## src/hdl/bpc_pkg.sv

```systemverilog
package bpc_pkg;

    localparam int TimeWidth  = 32;
    localparam int CfgWidth   = 16;
    localparam int IndexWidth = 2;

    typedef enum logic [2:0] {
        PH_IDLE       = 3'd0,
        PH_DEB_PRESS  = 3'd1,
        PH_WAIT_SHORT = 3'd2,
        PH_WAIT_LONG  = 3'd3,
        PH_WAIT_REL   = 3'd4,
        PH_DEB_REL    = 3'd5
    } phase_t;

    typedef enum logic [1:0] {
        EV_NONE       = 2'd0,
        EV_CLICK      = 2'd1,
        EV_SHORT_HOLD = 2'd2,
        EV_LONG_HOLD  = 2'd3
    } event_t;

    typedef enum logic [IndexWidth-1:0] {
        REG_DEBOUNCE   = 2'd0,
        REG_SHORT_HOLD = 2'd1,
        REG_LONG_HOLD  = 2'd2
    } reg_index_t;

    localparam logic [CfgWidth-1:0] DebounceReset  = 16'd50;
    localparam logic [CfgWidth-1:0] ShortHoldReset = 16'd1000;
    localparam logic [CfgWidth-1:0] LongHoldReset  = 16'd3000;

    typedef struct packed {
        logic [CfgWidth-1:0] debounce_time;
        logic [CfgWidth-1:0] short_hold_time;
        logic [CfgWidth-1:0] long_hold_time;
    } cfg_t;

endpackage

```

## src/hdl/bpc_cfg_regs.sv

```systemverilog
module bpc_cfg_regs (
    input  logic                          aclk,
    input  logic                          aresetn,
    input  logic                          cfg_valid,
    output logic                          cfg_ready,
    input  logic [bpc_pkg::IndexWidth-1:0] cfg_index,
    input  logic [bpc_pkg::CfgWidth-1:0]   cfg_data,
    output bpc_pkg::cfg_t                 cfg
);
    import bpc_pkg::*;

    cfg_t cfg_reg;
    cfg_t cfg_next;

    assign cfg_ready = 1'b1;
    assign cfg       = cfg_reg;

    always_comb begin
        cfg_next = cfg_reg;
        if (cfg_valid) begin
            case (reg_index_t'(cfg_index))
                REG_DEBOUNCE:   cfg_next.debounce_time   = cfg_data;
                REG_SHORT_HOLD: cfg_next.short_hold_time = cfg_data;
                REG_LONG_HOLD:  cfg_next.long_hold_time  = cfg_data;
                default:        cfg_next = cfg_reg;
            endcase
        end
    end

    always_ff @(posedge aclk) begin
        if (!aresetn) begin
            cfg_reg.debounce_time   <= DebounceReset;
            cfg_reg.short_hold_time <= ShortHoldReset;
            cfg_reg.long_hold_time  <= LongHoldReset;
        end else begin
            cfg_reg <= cfg_next;
        end
    end

endmodule

```

## src/hdl/bpc_fsm.sv

```systemverilog
module bpc_fsm (
    input  logic                         aclk,
    input  logic                         aresetn,
    input  logic                         step,
    input  logic [bpc_pkg::TimeWidth-1:0] time_ms,
    input  logic                         pressed,
    input  bpc_pkg::cfg_t                cfg,
    output bpc_pkg::event_t              event_code
);
    import bpc_pkg::*;

    phase_t                 phase_reg;
    phase_t                 phase_next;
    logic [TimeWidth-1:0]   start_reg;
    logic [TimeWidth-1:0]   start_next;
    logic [TimeWidth-1:0]   elapsed;
    logic                   deb_done;
    logic                   short_done;
    logic                   long_done;

    // Elapsed time wraps modulo 2^32, so a timestamp that goes backwards
    // reads as a very long interval.
    assign elapsed    = time_ms - start_reg;
    assign deb_done   = elapsed >= {{(TimeWidth-CfgWidth){1'b0}}, cfg.debounce_time};
    assign short_done = elapsed >= {{(TimeWidth-CfgWidth){1'b0}}, cfg.short_hold_time};
    assign long_done  = elapsed >= {{(TimeWidth-CfgWidth){1'b0}}, cfg.long_hold_time};

    always_comb begin
        phase_next = phase_reg;
        start_next = start_reg;
        event_code = EV_NONE;
        case (phase_reg)
            PH_DEB_PRESS: begin
                if (deb_done) begin
                    if (pressed) begin
                        phase_next = PH_WAIT_SHORT;
                        start_next = time_ms;
                    end else begin
                        phase_next = PH_IDLE;
                    end
                end
            end
            PH_WAIT_SHORT: begin
                if (!pressed) begin
                    event_code = EV_CLICK;
                    phase_next = PH_DEB_REL;
                    start_next = time_ms;
                end else if (short_done) begin
                    // The long hold is measured from the same start.
                    event_code = EV_SHORT_HOLD;
                    phase_next = PH_WAIT_LONG;
                end
            end
            PH_WAIT_LONG: begin
                if (!pressed) begin
                    phase_next = PH_DEB_REL;
                    start_next = time_ms;
                end else if (long_done) begin
                    event_code = EV_LONG_HOLD;
                    phase_next = PH_WAIT_REL;
                end
            end
            PH_WAIT_REL: begin
                if (!pressed) begin
                    phase_next = PH_DEB_REL;
                    start_next = time_ms;
                end
            end
            PH_DEB_REL: begin
                if (deb_done && !pressed) begin
                    phase_next = PH_IDLE;
                end
            end
            default: begin
                if (pressed) begin
                    phase_next = PH_DEB_PRESS;
                    start_next = time_ms;
                end else begin
                    phase_next = PH_IDLE;
                end
            end
        endcase
    end

    always_ff @(posedge aclk) begin
        if (!aresetn) begin
            phase_reg <= PH_IDLE;
            start_reg <= '0;
        end else if (step) begin
            phase_reg <= phase_next;
            start_reg <= start_next;
        end
    end

endmodule

```

## src/hdl/button_press_classifier.sv

```systemverilog
// Each item is held in the input register and then moves to the result register.
// Throughput: one item per cycle while the output is not stalled; each item yields exactly one result item.
// The classifier state advances when an item moves from the input register to the
// result register, so a stalled output holds back the input side.
// Reset (aresetn low, synchronous) returns the machine to idle, clears the start
// time and loads the default debounce, short hold and long hold times.
module button_press_classifier (
    input  logic                           aclk,
    input  logic                           aresetn,
    input  logic                           s_valid,
    output logic                           s_ready,
    input  logic [bpc_pkg::TimeWidth-1:0]  s_time_ms,
    input  logic                           s_pressed,
    output logic                           m_valid,
    input  logic                           m_ready,
    output logic [1:0]                     m_event_code,
    input  logic                           cfg_valid,
    output logic                           cfg_ready,
    input  logic [bpc_pkg::IndexWidth-1:0] cfg_index,
    input  logic [bpc_pkg::CfgWidth-1:0]   cfg_data
);
    import bpc_pkg::*;

    cfg_t                 cfg;
    event_t               event_code;
    logic                 in_valid_reg;
    logic                 in_valid_next;
    logic [TimeWidth-1:0] time_reg;
    logic                 pressed_reg;
    logic                 out_valid_reg;
    logic                 out_valid_next;
    logic [1:0]           event_reg;
    logic                 advance;
    logic                 s_accept;

    assign advance  = in_valid_reg && (!out_valid_reg || m_ready);
    assign s_ready  = !in_valid_reg || advance;
    assign s_accept = s_valid && s_ready;

    assign m_valid      = out_valid_reg;
    assign m_event_code = event_reg;

    bpc_cfg_regs u_cfg (
        .aclk      (aclk),
        .aresetn   (aresetn),
        .cfg_valid (cfg_valid),
        .cfg_ready (cfg_ready),
        .cfg_index (cfg_index),
        .cfg_data  (cfg_data),
        .cfg       (cfg)
    );

    bpc_fsm u_fsm (
        .aclk       (aclk),
        .aresetn    (aresetn),
        .step       (advance),
        .time_ms    (time_reg),
        .pressed    (pressed_reg),
        .cfg        (cfg),
        .event_code (event_code)
    );

    always_comb begin
        in_valid_next = in_valid_reg;
        if (s_accept) begin
            in_valid_next = 1'b1;
        end else if (advance) begin
            in_valid_next = 1'b0;
        end

        out_valid_next = out_valid_reg;
        if (advance) begin
            out_valid_next = 1'b1;
        end else if (m_ready) begin
            out_valid_next = 1'b0;
        end
    end

    always_ff @(posedge aclk) begin
        if (!aresetn) begin
            in_valid_reg  <= 1'b0;
            out_valid_reg <= 1'b0;
        end else begin
            in_valid_reg  <= in_valid_next;
            out_valid_reg <= out_valid_next;
        end
    end

    always_ff @(posedge aclk) begin
        if (s_accept) begin
            time_reg    <= s_time_ms;
            pressed_reg <= s_pressed;
        end
        if (advance) begin
            event_reg <= event_code;
        end
    end

endmodule
```

## config.mk

```make
export PLATFORM = sky130hd
export DESIGN_NAME = button_press_classifier
export DESIGN_NICKNAME = d
export VERILOG_FILES = /design/src/hdl/bpc_pkg.sv /design/src/hdl/bpc_cfg_regs.sv /design/src/hdl/bpc_fsm.sv /design/src/hdl/button_press_classifier.sv
export SDC_FILE = /design/constraint.sdc
export NUM_CORES = 1
export LEC_CHECK = 0
export ABC_AREA = 1
export BUFFER_PORTS_ARGS = -buffer_cell sky130_fd_sc_hd__buf_2
export CAP_MARGIN = 0
export CORE_MARGIN = 4
export CORE_UTILIZATION = 45
export CTS_BUF_LIST = sky130_fd_sc_hd__clkbuf_4 sky130_fd_sc_hd__clkbuf_8 sky130_fd_sc_hd__clkbuf_16
export CTS_CLUSTER_SIZE = 16
export DETAILED_ROUTE_END_ITERATION = 12
export SYNTH_ARGS = -nofsm -noshare
export SYNTH_HDL_FRONTEND = slang
export SYNTH_SLANG_ARGS = --single-unit
```

## constraint.sdc

```tcl
create_clock -name aclk -period 3.1 [get_ports aclk]
set_clock_uncertainty 0.15 [all_clocks]
set_input_delay 0.31 -clock aclk [delete_from_list [all_inputs] [get_ports aclk]]
set_output_delay 0.31 -clock aclk [all_outputs]
set_load 0.02 [all_outputs]
```

# Yosys cells after proc, flatten, opt, wreduce, memory -nomap -nowiden
# Index checks and enable logic that the tools add are counted.
[totals] ff_bits=120 inputBits=56 wordCells=68
[op_classes] add_sub_neg=1 magnitude_cmp=3 eq_ne=13 n_mux=23 bitwise=1 reduce_logical=17
[ops] cell="$ge A32 B16 Y1" n=3
[ops] cell="$mux W32" n=3
[ops] cell="$pmux W32 S3" n=1
[ops] cell="$sub A32 B32 Y32" n=1
[ops] cell="$mux W3" n=7
[ops] cell="$pmux W3 S5" n=1
[ops] cell="$mux W2" n=5
[ops] cell="$eq A3 B2 Y1 const B" n=2
[ops] cell="$eq A3 B3 Y1 const B" n=2
[ops] cell="$ne A3 B2 Y1 const B" n=2
[ops] cell="$reduce_and A2 Y1" n=3
[ops] cell="$reduce_and A6 Y1" n=1
[ops] cell="$mux W1" n=5
[ops] cell="$ne A2 B1 Y1 const B" n=2
[ops] cell="$ne A2 B2 Y1 const B" n=2
[ops] cell="$pmux W2 S2" n=1
[ops] cell="$reduce_and A4 Y1" n=1
[ops] cell="$reduce_bool A2 Y1" n=2
[ops] cell="$eq A3 B1 Y1 const B" n=1
[ops] cell="$logic_and A1 B1 Y1" n=3
[ops] cell="$logic_not A1 Y1" n=3
[ops] cell="$reduce_or A3 Y1" n=1
[ops] cell="$eq A2 B1 Y1 const B" n=1
[ops] cell="$eq A2 B2 Y1 const B" n=1
[ops] cell="other kinds (3)" n=4

# Longest topological paths before layout
[depth] depth_word=6 depth_mapped=25

# Hierarchy
# From an unflattened synthesis, not the netlist that was laid out.
[hier_totals] hier_cells=1320 hier_area_um2=8719.6
[by_module_without_submodules] mod="bpc_fsm" instances=1 cells_per_inst=989 area_each_um2=5621.6
[by_module_without_submodules] mod="bpc_cfg_regs" instances=1 cells_per_inst=283 area_each_um2=1951.9
[by_module_without_submodules] mod="button_press_classifier" instances=1 cells_per_inst=48 area_each_um2=1146.1

# Least setup slack after synthesis
# Ideal clock, no wire load.
[synth_path] path_type="reg2reg" start="register time_reg[0]" end="register u_fsm.start_reg[21]" setup_time_ps=118 t_arrival_ps=2897 t_required_ps=2832 setup_slack_ps=-64 stages_incl_launch_ff=23 path_buffers=1 synth_period_minus_slack_ps=3164 cell_sequence="edfxtp_1 -> inv_1 -> ha_1 -> fa_1 -> inv_1 -> nand2_1 -> nand2_1 -> and2_1 -> xor2_1 -> ha_1 -> nand2_1 -> inv_1 -> nand2_1 -> nand2_1 -> nand2_1 -> nand2_1 -> nand2_1 -> nand2_1 -> a21oi_1 -> nand3_4 -> nand2_8 -> buf_4 -> a21oi_2"
[synth_between] elab_chain_cells=4
[synth_rtl] item="start, declared" line="button_press_classifier.sv:28" source="logic [TimeWidth-1:0] time_reg;"
[synth_rtl] item="start signal, assigned" line="button_press_classifier.sv:91" source="time_reg <= s_time_ms;"
[synth_rtl] item="$sub A32 B32 Y32" line="bpc_fsm.sv:23" source="assign elapsed = time_ms - start_reg;"
[synth_rtl] item="$ge A32 B16 Y1" line="bpc_fsm.sv:24" source="assign deb_done = elapsed >= {{(TimeWidth-CfgWidth){1'b0}}, cfg.debounce_time};"
[synth_rtl] item="$ne A2 B1 Y1 (no source line)"
[synth_rtl] item="$reduce_and A4 Y1 (no source line)"
[synth_rtl] item="end signal, assigned" line="bpc_fsm.sv:91" source="start_reg <= start_next;"
[synth_rtl] item="end, declared" line="bpc_fsm.sv:14" source="logic [TimeWidth-1:0] start_reg;"
# No other way between the ends.
# A chain may end at the register's enable or synchronous reset.

# Final worst setup path
[layout_path] start="register time_reg[6]" end="register u_fsm.start_reg[20]"
# The elaborated chain is that of the path after synthesis.

==> flow_metrics.env <==
export IMPL_fin_tns_setup_ps=-7630
export IMPL_layout_drive_gt1_share_pct=29.6
export IMPL_area_growth_pct=42.3
export IMPL_fin_crit_sh_pct=108
export IMPL_leakage_nw=5.65
export IMPL_crit_family="simple AND/OR/NAND/NOR gates"
export IMPL_port_buffers=59
export IMPL_synth_seq_cells=120
export IMPL_setup_viol=37
export IMPL_worst_slack_ps=-261
export IMPL_clkLatencyLatePin_ps=430
export IMPL_cts_sinks=120
export IMPL_syn_num_nets=1296
export IMPL_cts_buffer_depth=2
export IMPL_first_iter_violations=446
export IMPL_dieHeight_um=142
export IMPL_status="finished with violations"
export IMPL_critical_path_max_stage_delay_ps=440
export IMPL_antenna_found_initial=0
export IMPL_crit_start="time_reg[6]"
export IMPL_worstReg2RegStart="time_reg[6]"
export IMPL_maxCapViolations=0
export IMPL_num_antenna_cells=0
export IMPL_critPathCaptureType="flop"
export IMPL_multiInputGateArea_um2=5140
export IMPL_cts_clk_slew_worst_paths_ps=60
export IMPL_cts_tree="done"
export IMPL_wire_per_inst_um=13.2
export IMPL_cp_max_fo=8
export IMPL_arrival_ps=3570
export IMPL_hold_violations=0
export IMPL_yosysSeqAreaShare_pct=33.8
export IMPL_hpwl_um=14600
export IMPL_io_pins=61
export IMPL_largest_reg_flops=48
export IMPL_num_vias=7843
export IMPL_fill_cells=1501
export IMPL_ant_nets=0
export IMPL_grt_setup_unrepaired="yes"
export IMPL_grt_max_degree=47
export IMPL_period_minus_slack_ps=3360
export IMPL_drc_errors=0
export IMPL_hp_start="m_ready"
export IMPL_synth_area_um2=8130
export IMPL_slew_violations=0
export IMPL_synthCells=1160
export IMPL_cts_buffers=17
export IMPL_irDropWorstVdd_mv=0.423
export IMPL_ys_warn_count=0
export IMPL_maxSlewHeadroom_pct=38.7
export IMPL_gp_congestion=0.877
export IMPL_fp_row_count=48
export IMPL_critical_path_buf_inv_count=3
export IMPL_routed_wl_um=21500
export IMPL_grt_util_all_layers_pct=21.6
export IMPL_p_per_area_nw_per_um2=499
export IMPL_htree_levels=4
export IMPL_regArea_um2=2750
export IMPL_cpMaxStageDelayCell="edfxtp_1"
export IMPL_core_um2=17500
export IMPL_grt_pass1_vias=7706
export IMPL_dr_pass1_iters=5
export IMPL_die_area_um2=20300
export IMPL_synth_cell_type_count=41
export IMPL_syn_area_per_cell_um2=7.01
export IMPL_overflow=0
export IMPL_nets=1527
export IMPL_start_util_pct=46.5
export IMPL_grt_first_pass_wirelength_um=35600
export IMPL_worstMarginPinSlew_ps=920
export IMPL_min_path_type="input port to flop"
export IMPL_worstPathCellList="ha_4 > nand2_2 > nand2_4 > nand2_2 > nand2_2 > buf_4 > nand2_1 > nand2_1 > inv_1 > nand2_2 > xor2_2 > ha_1 > a21oi_1 > o31ai_2 > a21oi_4 > nand3_4 > nand2_8 > buf_12 > o21ai_1 > a21oi_2"
export IMPL_fmax_mhz=298
export IMPL_dp_slack_ps=-395
export IMPL_crit_type="flop to flop"
export IMPL_violations="negative setup slack"
export IMPL_cts_root_buf="clkbuf_16"
export IMPL_viasPerCell=4.81
export IMPL_fp_dieW_um=142
export IMPL_critPathMostFrequentCell="nand2_2"
export IMPL_start_kind="flop"
export IMPL_cp_required_ps=3310
==> repair_timing <==
action                                 4_1_cts  5_1_grt
cloned                                       4        1
endpoints found under the hold margin       45        0
hold buffers                                43        0
pin swaps                                   41       51
setup endpoints to repair                   37       37
buffers inserted                            15       13
gates resized for setup                     88       99
==> per-layer routing <==
layer  GRT usage, %  vias up  part of all wire [%]
li1               -     4118                     -
met1           29.2     3526                    48
met2           34.9      155                    46
met5              0        -                     0
met3           3.97       44                   4.2
met4           6.85        0                   2.5
==> layout make-up <==
| class | count | share of cell area (%) |
|---|---|---|
| clock buffer | 19 | 3.96 |
| clock inverter | 13 | 0.886 |
| inverter | 249 | 8.12 |
| multi-input combinational | 769 | 44.4 |
| sequential | 120 | 23.8 |
| tap | 225 | 2.43 |
| timing repair buffer | 234 | 16.4 |
==> power by group <==
group / total [mW] / internal [mW] / switching [mW]
combinational: 2.11 / 0.972 / 1.14
clock: 1.91 / 1.15 / 0.760
sequential: 1.76 / 1.71 / 0.0433
==> logic make-up (layout without fill, tap and decap cells) <==
| kind of cell | after synthesis | after routing | synth area share [%] |
|---|---|---|---|
| AND/OR/NAND/NOR | 470 | 471 | 24.2 |
| buffers and inverters | 272 | 515 | 13.3 |
| AO/OA/AOI/OAI | 202 | 202 | 14.6 |
| flip-flops | 120 | 120 | 33.8 |
| adder cells (fa/ha/maj) | 80 | 80 | 12.4 |
| XOR/XNOR | 15 | 15 | 1.62 |
| other | 1 | 1 | 0.0461 |
==> layout by cell type (no fill, tap or decap), drive strengths merged <==
cell type and instances:
o21bai 2, nand4 7, clkbuf 20, o211ai 16
and2 2, and3 1, a221oi 1, fa 1
dlygate4sd3 43, xor2 13, nor2 70, xnor2 2
inv 250, or2 1, bufinv 1, dfxtp 85
o21ai 76, o31ai 3, buf 190, nand3b 6
nand3 34, nor3 12, a21oi 101, clkinv 11
a211oi 3, ha 79, conb 1, edfxtp 35
nand2 338
==> path summary, 6_finish.rpt <==
| check | endpoint | slack [ps] | depth (start not counted) |
|---|---|---|---|
| max reg2reg | u_fsm.start_reg[20] | -260 | 20 |
| min reg2reg | u_cfg.cfg[34] | 310 | 2 |
| max | u_fsm.start_reg[20] | -260 | 20 |
| min | m_valid | 20 | 4 |
==> synth_stat cells (all sizes together) <==
cell type / count / area share (%)
a211oi: 3 / 0.28
inv: 249 / 11
nor3: 12 / 0.92
nand2: 337 / 16
xnor2: 2 / 0.22
clkbuf: 16 / 0.86
a21oi: 101 / 7.6
xor2: 13 / 1.4
nand3b: 6 / 0.55
o211ai: 16 / 1.5
dfxtp: 85 / 21
ha: 79 / 12
a221oi: 1 / 0.11
o31ai: 3 / 0.28
o21bai: 2 / 0.18
o21ai: 76 / 4.7
or2: 1 / 0.077
nand4: 7 / 0.54
nor2: 70 / 3.5
buf: 7 / 0.92
fa: 1 / 0.25
and2: 2 / 0.15
nand3: 34 / 2.4
edfxtp: 35 / 13
conb: 1 / 0.046
and3: 1 / 0.077
==> per-stage QoR <==
stage	util (%)	std cells	area [um^2]	hold WS (ps)	total power, mW
after floorplan	-	1160	8150	259	2.82
after global placement	53.8	1525	9400	300	3.37
after detailed placement	53.8	1525	9400	300	3.40
after CTS	63.0	1619	11000	8.06	5.54
after global routing	66.2	1629	11600	20.8	6.14
final	66.2	1629	11600	20.5	5.78
==> tightest hold or removal path, delay by kind of cell <==
family                 cells  cell delay [ps]
AO/OA/AOI/OAI              1               60
buffers and inverters      2              120
AND/OR/NAND/NOR            1               60
Power figures use the tool's default switching activity.
